$ cat src/rtl/core/dlrq_ram.sv
// Generic single-write, single-read RAM with registered read data.
// Depends on nothing.
module dlrq_ram #(
    parameter int WIDTH = 8,
    parameter int DEPTH = 32
) (
    input  logic                     clk,
    input  logic                     we,
    input  logic [$clog2(DEPTH)-1:0] waddr,
    input  logic [WIDTH-1:0]         wdata,
    input  logic [$clog2(DEPTH)-1:0] raddr,
    output logic [WIDTH-1:0]         rdata
);

    logic [WIDTH-1:0] mem [DEPTH];

    always_ff @(posedge clk)
    begin
        if (we)
            mem[waddr] <= wdata;
        rdata <= mem[raddr];
    end

endmodule

$ cat config.mk
export PLATFORM = sky130hd
export DESIGN_NAME = dlrq_ram
export DESIGN_NICKNAME = d
export VERILOG_FILES = /design/src/rtl/core/dlrq_ram.sv
export SDC_FILE = /design/constraint.sdc
export NUM_CORES = 1
export LEC_CHECK = 0
export ABC_CLOCK_PERIOD_IN_PS = 3450
export BUFFER_PORTS_ARGS = -buffer_cell sky130_fd_sc_hd__buf_2
export CAP_MARGIN = 10
export CORE_UTILIZATION = 25
export CTS_CLUSTER_DIAMETER = 200
export DETAILED_ROUTE_END_ITERATION = 7
export PLACE_DENSITY = 0.5
export SYNTH_ARGS = -nofsm -noshare
export SYNTH_HDL_FRONTEND = slang
export SYNTH_SLANG_ARGS = --single-unit
export TNS_END_PERCENT = 100
$ cat constraint.sdc
create_clock -name clk -period 3.45 [get_ports clk]
set_clock_uncertainty 0.15 [all_clocks]
set_input_delay 0.1725 -clock clk [delete_from_list [all_inputs] [get_ports clk]]
set_output_delay 0.1725 -clock clk [all_outputs]
set_load 0.02 [all_outputs]
## After elaboration in Yosys (flattened, before gate mapping)

Memories as Yosys holds them, arrays and structs flattened. A register that Yosys moved wholly into a read port is not among the register bits.
Index checks and enable logic that the tools add are counted.

- Register bits: 0
- RAM bits: 256
- Bits of input ports: 20
- Output and inout port bits: 8
- Word-level logic and storage cells: 3
- Memories: 1

- Multiplexer cells: 2

Memories:

| memory | words | width | rd ports | clocked after Yosys merged registers in | write ports | RTL line | text |
|---|---|---|---|---|---|---|---|
| mem | 32 | 8 | 1 | 1 | 1 | 15 | `logic [WIDTH-1:0] mem [DEPTH];` |

Operators with widths:

| cell | number |
|---|---|
| 1-bit two-way mux | 2 |

## Logic depth before layout (Yosys ltp)

Gate-level depths: netlist (run 1).

- Word-level depth: 2
- Depth in mapped cells: 5
- Depth with buffers taken out: 3

## Least setup slack after synthesis (run 1)

No wires, ideal clock.

- Kind: in2reg
- Start point: input raddr[2]
- End point: register rdata[0] (read register of mem)
- Library setup time: 121 ps
- Arrival time: 1,854 ps
- Data required time: 3,179 ps
- Setup slack: 1,325 ps
- Stages on the path: 5
- Buffers on the path: 2
- Cells stage by stage: clkbuf_1 clkbuf_1 mux4_2 mux4_2 mux2_2

RTL lines:

| what | RTL line | text |
|---|---|---|
| start, declared | 11 | `input logic [$clog2(DEPTH)-1:0] raddr,` |
| end, declared | 12 | `output logic [WIDTH-1:0] rdata` |

==> reports/qor.txt, run 1 <==
die footprint = 41000 µm²
CTS H-Tree Depth = 1
largest net degree at the start of global routing = 65
initial antenna violation count = 5
VDD IR max = 0.336 mV
switch share = 20.0%
grt total ovfl = 0
Mean Syn Cell Area = 24.1 µm²
period utilization = 58.0%
leading area contributor after synthesis = edfxtp_1
final wirelength = 21.4 mm
post-layout min period = 2000 ps
top_reg_cell synth = edfxtp_1
DR pass1 iterations = 4
CP max-delay cell = mux4_2
CTS tree = done
outcome = complete, no violations
clock power share = 43.0%
initial core utilization = 25.3%
initial DRC count = 306
crit path DAT = 2250 ps
Seq pwr share = 52.0%
placed inst area = 10800 µm²
Via-to-Cell Ratio = 4.29
Skew-Pair Late Insertion Delay = 530 ps
final slew viol count = 0
Comb pwr share = 5.1%
fin nets = 478
FFs w/ async S/R, synth = 0%
Synth top area share = 76.5%
Min Hold Slack = 51.9 ps
clk buf depth = 3
vias in the first global route = 4655
setup TNS = 0 ps
Power, Total = 6.89 mW
Crit path top cell by count = mux4_2
leakage = 3.55 nW
CTS sink count = 264
dominant cells by area after synthesis = edfxtp_1 (76%), mux4_2 (18%), dfxtp_1 (1.6%)
Post-CTS Setup Bufs = 0
delay-heaviest family, CP = multiplexers
Placeable Area = 39700 µm²
register area = 7850 µm²
Critical Path RT = 3700 ps
DR vias = 4325
share of cells above drive strength 1 = 32.9%
top cells by count, synth = edfxtp_1 (256), mux4_2 (80), nor2_1 (33), dfxtp_1 (8), mux2_2 (8)
Syn-to-layout area delta = 16.6%
switching power = 1.38 mW
buffers plus inverters on the worst setup path = 2
max_cap viols = 0
EDFF count, synth = 256
Final GP Congestion = 0.704
first-pass GRT wire length = 31.9 mm
cell row count = 73
worst-margin pin slew = 895 ps
max_slew headroom = 40.1%
Crit. End Element = flip-flop
Synth Instances = 417
Worst Setup Start Kind = input pin
CTS root buffer = clkbuf_16
# IOs = 28
register area share after synthesis = 78.1%
unrepaired setup endpoints after global routing = no
yosys warns = 0
Internal = 5.52 mW
syn_nets = 437
WS Path Type = in -> reg
Final setup violation count = 0
Yosys reg bits = 264
Tightest Hold Check Type = in -> reg
cts bufs inserted = 29
critical path peak fanout = 62
number of I/O port buffers = 27
Die W = 203 µm
most frequent cell after synthesis = edfxtp_1
die height = 203 µm
final instance area = 11700 µm²
detail-routed net length per standard cell = 21.3 µm
fillcell total = 3851
DP HPWL = 13.1 mm
aggregate global-route resource usage = 10.6%
PwrDens = 588 nW/µm²
slowest stage delay, CP = 630 ps
Max Freq = 0.500 GHz
final hold vios = 0
Post-DRT Antenna Nets = 0
cells along the critical path = buf_4, buf_12, mux4_2, mux4_2, mux2_2
area of the multi-input gates = 2100 µm²
DRC = 0
Synth cell types = 15
synthesized area = 10100 µm²
Clock transition at path regs = 60 ps
[cell usage in the layout, fill, tap and decap left out]
cell type,synthesis,final
clkinv_4,0,1
diode_2,0,2
or3_1,1,1
nand2_1,1,1
bufinv_16,0,3
or3b_2,3,3
edfxtp_1,256,256
clkinv_2,0,3
dlygate4sd3_1,0,1
buf_12,0,2
clkinv_1,0,6
clkbuf_8,0,2
mux2_2,8,8
buf_4,6,1
mux4_2,80,80
buf_2,1,26
nand3_1,2,2
clkbuf_1,6,9
nor2_1,33,33
nand3b_1,5,5
clkbuf_16,0,29
dfxtp_1,8,8
[final timing paths]
check	startpoint	end	slack (ps)	cells after the start
max	raddr[0]	rdata[1]	1450	5
min	wdata[0]	mem[15][0]	50	1
max reg2reg	mem[31][1]	rdata[1]	1470	3
min reg2reg	mem[10][2]	rdata[2]	770	3
[power by group through the flow]
stage | combinational, mW | clock [mW] | sequential, mW
after CTS | 0.359 | 3.02 | 3.58
after detailed placement | 0.357 | 0 | 3.65
after global routing | 0.374 | 3.15 | 3.59
after floorplan | 0.190 | 0 | 3.66
after global placement | 0.349 | 0 | 3.65
final | 0.350 | 2.96 | 3.58
[through the flow]
step                utilization [%]  setup WS, ps  cells
finish                         29.5          1450   1007
global route                   29.5          1390   1006
CTS                            29.5          1450   1005
detailed placement             27.1           898    951
global placement               27.1           907    951
floorplan                         -          1330    417
[logic make-up (layout without fill, tap and decap cells)]
kind of cell	after synthesis	count (layout)	synth area share, %
simple gates	45	45	2.07
mux	88	88	18.8
flops	264	264	78.1
buf+inv	20	83	1.06
other cells	0	2	0
[routing by layer]
metal	track usage, %	wire, µm	up-vias
li1	-	-	1865
met1	15.6	10100	2317
met2	16.0	9540	110
met3	2.28	1500	27
met4	2.18	273	6
met5	0	34	-
[flip-flops by register name (all words and copies together) (netlist names)]
register and flops:
rdata 8, mem 256
[area by class of cell]
type | count | share of cell area (%)
antenna | 2 | 0.0427
clock buffer | 40 | 6.72
clock inverter | 13 | 1.16
multi-input combinational | 133 | 17.9
sequential | 264 | 67.0
tap | 525 | 5.60
timing repair buffer | 30 | 1.60
[what timing repair did]
| action | CTS | global route |
|---|---|---|
| hold endpoints to repair | 8 | 0 |
| hold buffers | 1 | 0 |
| resized for setup | 0 | 0 |
No activity file was read; power rests on OpenSTA's default activity.
==> inputs of run 2 (changes only) <==
--- a/config.mk
+++ b/config.mk
@@ -5,7 +5,7 @@
 export SDC_FILE = /design/constraint.sdc
 export NUM_CORES = 1
 export LEC_CHECK = 0
-export ABC_CLOCK_PERIOD_IN_PS = 3450
+export ABC_CLOCK_PERIOD_IN_PS = 1900
 export BUFFER_PORTS_ARGS = -buffer_cell sky130_fd_sc_hd__buf_2
 export CAP_MARGIN = 10
 export CORE_UTILIZATION = 25
==> constraint.sdc (replaced) <==
create_clock -name clk -period 1.9 [get_ports clk]
set_clock_uncertainty 0.15 [all_clocks]
set_input_delay 0.095 -clock clk [delete_from_list [all_inputs] [get_ports clk]]
set_output_delay 0.095 -clock clk [all_outputs]
set_load 0.02 [all_outputs]
==> reports/qor.txt, run 2 (synthesis results as in run 1) <==
CTS root buffer = clkbuf_16
Largest register FFs = 256
Skew-Pair Late Insertion Delay = 530 ps
pre-CTS WS = -325 ps
initial antenna violation count = 6
first-pass GRT wire length = 32.5 mm
aggregate global-route resource usage = 10.9%
Crit. End Element = flip-flop
Most flops, register = mem
max_cap viols = 0
clk buf depth = 3
Hold EP = mem[20][5]
number of I/O port buffers = 27
worst-margin pin slew = 662 ps
critical path peak fanout = 1
largest net degree at the start of global routing = 33
Post-CTS Setup Bufs = 0
share of cells above drive strength 1 = 38.2%
crit path DAT = 2290 ps
internal reg-to-reg setup slack = -120 ps
detail-routed net length per standard cell = 21.2 µm
fin nets = 519
Tightest Hold Check Type = in -> reg
PwrDens = 996 nW/µm²
cts bufs inserted = 27
cells along the critical path = mux4_2, mux4_2, mux2_4
final worst slack = -125 ps
die footprint = 41000 µm²
CTS H-Tree Depth = 1
commonest non-fill, non-tap cells in the layout = edfxtp_1 (256), mux4_2 (80), buf_4 (34)
vias in the first global route = 4807
Min Hold Slack = -5.95 ps
DP HPWL = 14.3 mm
DR pass1 iterations = 7
Worst Setup Start Kind = flip-flop
slowest stage delay, CP = 560 ps
# IOs = 28
final wirelength = 22.2 mm
Die W = 203 µm
violated checks = hold timing, setup timing
WS Path Type = reg -> reg
VDD IR max = 0.506 mV
CP max-delay cell = mux4_2
worst hold path startpoint = wdata[5]
setup TNS = -376 ps
initial core utilization = 25.3%
Final setup violation count = 7
R2R cell count = 3
Critical Path Start = mem[0][4]
DRC = 0
Post-DRT Antenna Nets = 0
fillcell total = 3813
area of the multi-input gates = 2100 µm²
grt total ovfl = 0
initial DRC count = 324
die height = 203 µm
Via-to-Cell Ratio = 4.34
Clock transition at path regs = 60 ps
cell row count = 73
RR Endpoint = rdata[4]
period utilization = 107%
Max Freq = 0.494 GHz
Syn-to-layout area delta = 19.3%
register area = 7850 µm²
unrepaired setup endpoints after global routing = yes
DR vias = 4538
outcome = complete, but fails checks
CTS sink count = 264
max_slew headroom = 55.9%
Crit path top cell by count = mux4_2
FF-to-FF Start = mem[0][4]
final slew viol count = 0
Critical Path RT = 2170 ps
final hold vios = 13
CTS tree = done
commonest non-fill, non-tap cell in the layout = edfxtp_1
biggest regs = mem (256), rdata (8)
leakage = 3.75 nW
post-layout min period = 2020 ps
Placeable Area = 39700 µm²
WHS Path Cells = 1
Final GP Congestion = 0.724
-- run 2: cell count changes in the layout (fill, tap and decap cells not counted), moves of 2 or more --
cell,previous run,this run
clkinv_1,6,2
buf_12,2,7
clkbuf_1,9,7
clkinv_2,3,11
clkbuf_16,29,27
dlygate4sd3_1,1,6
bufinv_16,3,0
buf_4,1,34
-- run 2: metal layers --
layer  track usage [%]  wire [µm]
met5                 0         31
met4              3.03        456
met3              2.41       1240
met2              18.0      10800
met1              14.5       9600
-- run 2: what timing repair did --
item / CTS / global route
hold buffers: 6 / 0
endpoints found under the hold margin: 135 / 0
endpoints found under the setup margin: 7 / 8
gates resized for setup: 1 / 0
pin swaps: 0 / 0
-- run 2: how the worst max path moves through the flow --
stage,endpoint
after floorplan,rdata[0]
after global placement,rdata[4]
after detailed placement,rdata[4]
after CTS,rdata[4]
after global routing,rdata[4]
final,rdata[4]
-- run 2: power breakdown --
group	internal, mW	switching [mW]	leakage (nW)
logic	0.299	0.379	0.974
clock network	2.68	2.08	0.402
registers	6.48	0.0284	2.37
total	9.46	2.49	3.75
-- run 2: critical path: cells and delay by family (launching register included) --
family / cells / cell delay (ps)
DFF: 1 / 390
muxes: 3 / 1380
-- run 2: area by class of cell --
cell class,instances,share of cell area (%)
Sequential cell,264,65.4
Multi-Input combinational cell,133,17.5
Clock buffer,36,6.08
Tap cell,525,5.48
Timing Repair Buffer,73,4.88
Clock inverter,13,0.522
Antenna cell,2,0.0417
-- run 2: per-stage QoR --
stage / utilization (%) / hold WS, ps / cells / cell area, µm² / power [mW]
5_1_grt: 30.2 / 18.8 / 1045 / 12000 / 12.3
6_report: 30.2 / -5.95 / 1046 / 12000 / 11.9
3_5_place_dp: 28.0 / 365 / 989 / 11100 / 7.32
2_1_floorplan: - / 43.9 / 417 / 10100 / 7.00
3_3_place_gp: 28.0 / 366 / 989 / 11100 / 7.30
4_1_cts: 30.2 / 6.77 / 1044 / 12000 / 12.1
==> inputs of run 3 (changes only) <==
--- a/config.mk
+++ b/config.mk
@@ -8,10 +8,12 @@
 export ABC_CLOCK_PERIOD_IN_PS = 1900
 export BUFFER_PORTS_ARGS = -buffer_cell sky130_fd_sc_hd__buf_2
 export CAP_MARGIN = 10
+export CELL_PAD_IN_SITES_DETAIL_PLACEMENT = 1
+export CELL_PAD_IN_SITES_GLOBAL_PLACEMENT = 2
 export CORE_UTILIZATION = 25
 export CTS_CLUSTER_DIAMETER = 200
 export DETAILED_ROUTE_END_ITERATION = 7
-export PLACE_DENSITY = 0.5
+export PLACE_DENSITY = 0.56
 export SYNTH_ARGS = -nofsm -noshare
 export SYNTH_HDL_FRONTEND = slang
 export SYNTH_SLANG_ARGS = --single-unit
==> reports/qor.txt, run 3 (synthesis results as in run 1) <==
die height = 203 µm
die footprint = 41000 µm²
area of the multi-input gates = 2100 µm²
CTS tree = done
Clock transition at path regs = 60 ps
pre-CTS WS = -376 ps
Crit path top cell by count = mux4_2
CTS H-Tree Depth = 1
delay-heaviest family, CP = multiplexers
leakage = 3.75 nW
Final GP Congestion = 0.726
unrepaired setup endpoints after global routing = yes
commonest non-fill, non-tap cell in the layout = edfxtp_1
Critical Path RT = 2160 ps
RR Endpoint = rdata[3]
slowest stage delay, CP = 580 ps
placed inst area = 11200 µm²
R2R cell count = 3
first-pass GRT wire length = 35.2 mm
fin nets = 522
outcome = complete, but fails checks
switching power = 2.53 mW
buffers plus inverters on the worst setup path = 0
DR pass1 iterations = 6
WS Path Type = reg -> reg
initial core utilization = 25.3%
grt total ovfl = 0
violated checks = hold timing, setup timing
PwrDens = 1000 nW/µm²
# IOs = 28
CTS sink count = 264
biggest regs = mem (256), rdata (8)
Comb pwr share = 5.8%
Tightest Hold Check Type = in -> reg
clk buf depth = 3
WHS Path Cells = 1
fillcell total = 3962
final wirelength = 24.2 mm
Critical Path Start = mem[23][3]
largest net degree at the start of global routing = 33
critical path peak fanout = 1
initial DRC count = 433
Final Non-Filler Cells = 1044
Crit. End Element = flip-flop
register area = 7850 µm²
cells along the critical path = mux4_2, mux4_2, mux2_4
Skew-Pair Late Insertion Delay = 520 ps
Seq pwr share = 54.1%
worst hold path startpoint = wdata[3]
Hold EP = mem[1][3]
crit path DAT = 2280 ps
Syn-to-layout area delta = 19.4%
max_slew headroom = 52.5%
Largest register FFs = 256
Post-DRT Antenna Nets = 0
Worst Setup Start Kind = flip-flop
DP HPWL = 16.0 mm
Internal = 9.51 mW
number of I/O port buffers = 27
commonest non-fill, non-tap cells in the layout = edfxtp_1 (256), mux4_2 (80), buf_4 (40)
ANT cells = 0
Placed Instances = 995
clock power share = 40.1%
detail-routed net length per standard cell = 23.2 µm
switch share = 21.0%
Most flops, register = mem
aggregate global-route resource usage = 12.0%
Via-to-Cell Ratio = 4.36
final hold vios = 37
cts bufs inserted = 27
internal reg-to-reg setup slack = -120 ps
Final setup violation count = 7
VDD IR max = 0.554 mV
max_cap viols = 0
post-layout min period = 2020 ps
share of cells above drive strength 1 = 38.3%
final worst slack = -118 ps
Placeable Area = 39700 µm²
CP max-delay cell = mux4_2
FF-to-FF Start = mem[23][3]
vias in the first global route = 4939
DRC = 0
final instance area = 12000 µm²
initial antenna violation count = 0
period utilization = 106%
Die W = 203 µm
Min Hold Slack = -9.05 ps
cell row count = 73
setup TNS = -327 ps
Max Freq = 0.496 GHz
worst-margin pin slew = 712 ps
CTS root buffer = clkbuf_16
final slew viol count = 0
DR vias = 4554
[run 3: final cells by class]
type,instances,share of cell area [%]
Sequential cell,264,65.4
Multi-Input combinational cell,133,17.5
Clock buffer,33,5.82
Tap cell,525,5.47
Timing Repair Buffer,76,5.01
Clock inverter,13,0.772
[run 3: metal layers]
| metal | global-route usage (%) | wire length [µm] | part of all wire (%) |
|---|---|---|---|
| met3 | 1.51 | 935 | 3.9 |
| met1 | 16.7 | 11000 | 45 |
| met5 | 0 | 0 | 0 |
| met4 | 2.93 | 419 | 1.7 |
| met2 | 19.8 | 11900 | 49 |
[run 3: worst max path at each step]
stage / end / slack (ps) / cells after the start
2_1_floorplan: rdata[0] / 0.5 / 5
3_3_place_gp: rdata[5] / -340 / 6
3_5_place_dp: rdata[3] / -380 / 5
4_1_cts: rdata[3] / -130 / 3
5_1_grt: rdata[3] / -140 / 3
6_report: rdata[3] / -120 / 3
[run 3: worst register-to-register path, delay by kind of cell, from the launching register on]
kind,cells,cell delay (ps)
DFF,1,360
muxes,3,1410
[run 3: power by group through the flow]
stage	sequential [mW]	clock [mW]	combinational (mW)
after CTS	6.52	4.96	0.721
after detailed placement	6.64	0	0.713
after global placement	6.64	0	0.691
after floorplan	6.65	0	0.353
after global routing	6.52	5.12	0.748
final	6.51	4.82	0.698
[run 3: through the flow]
| stage | total power [mW] | utilization, % |
|---|---|---|
| 2_1_floorplan | 7.00 | - |
| 3_3_place_gp | 7.33 | 28.1 |
| 3_5_place_dp | 7.36 | 28.1 |
| 4_1_cts | 12.2 | 30.2 |
| 5_1_grt | 12.4 | 30.2 |
| 6_report | 12.0 | 30.2 |
[run 3: timing repair]
| item | CTS | global route |
|---|---|---|
| setup endpoints to repair | 8 | 8 |
| setup buffers | 0 | 0 |
| resized for setup | 1 | 0 |
| hold endpoints to repair | 72 | 0 |
| hold buffers | 3 | 0 |
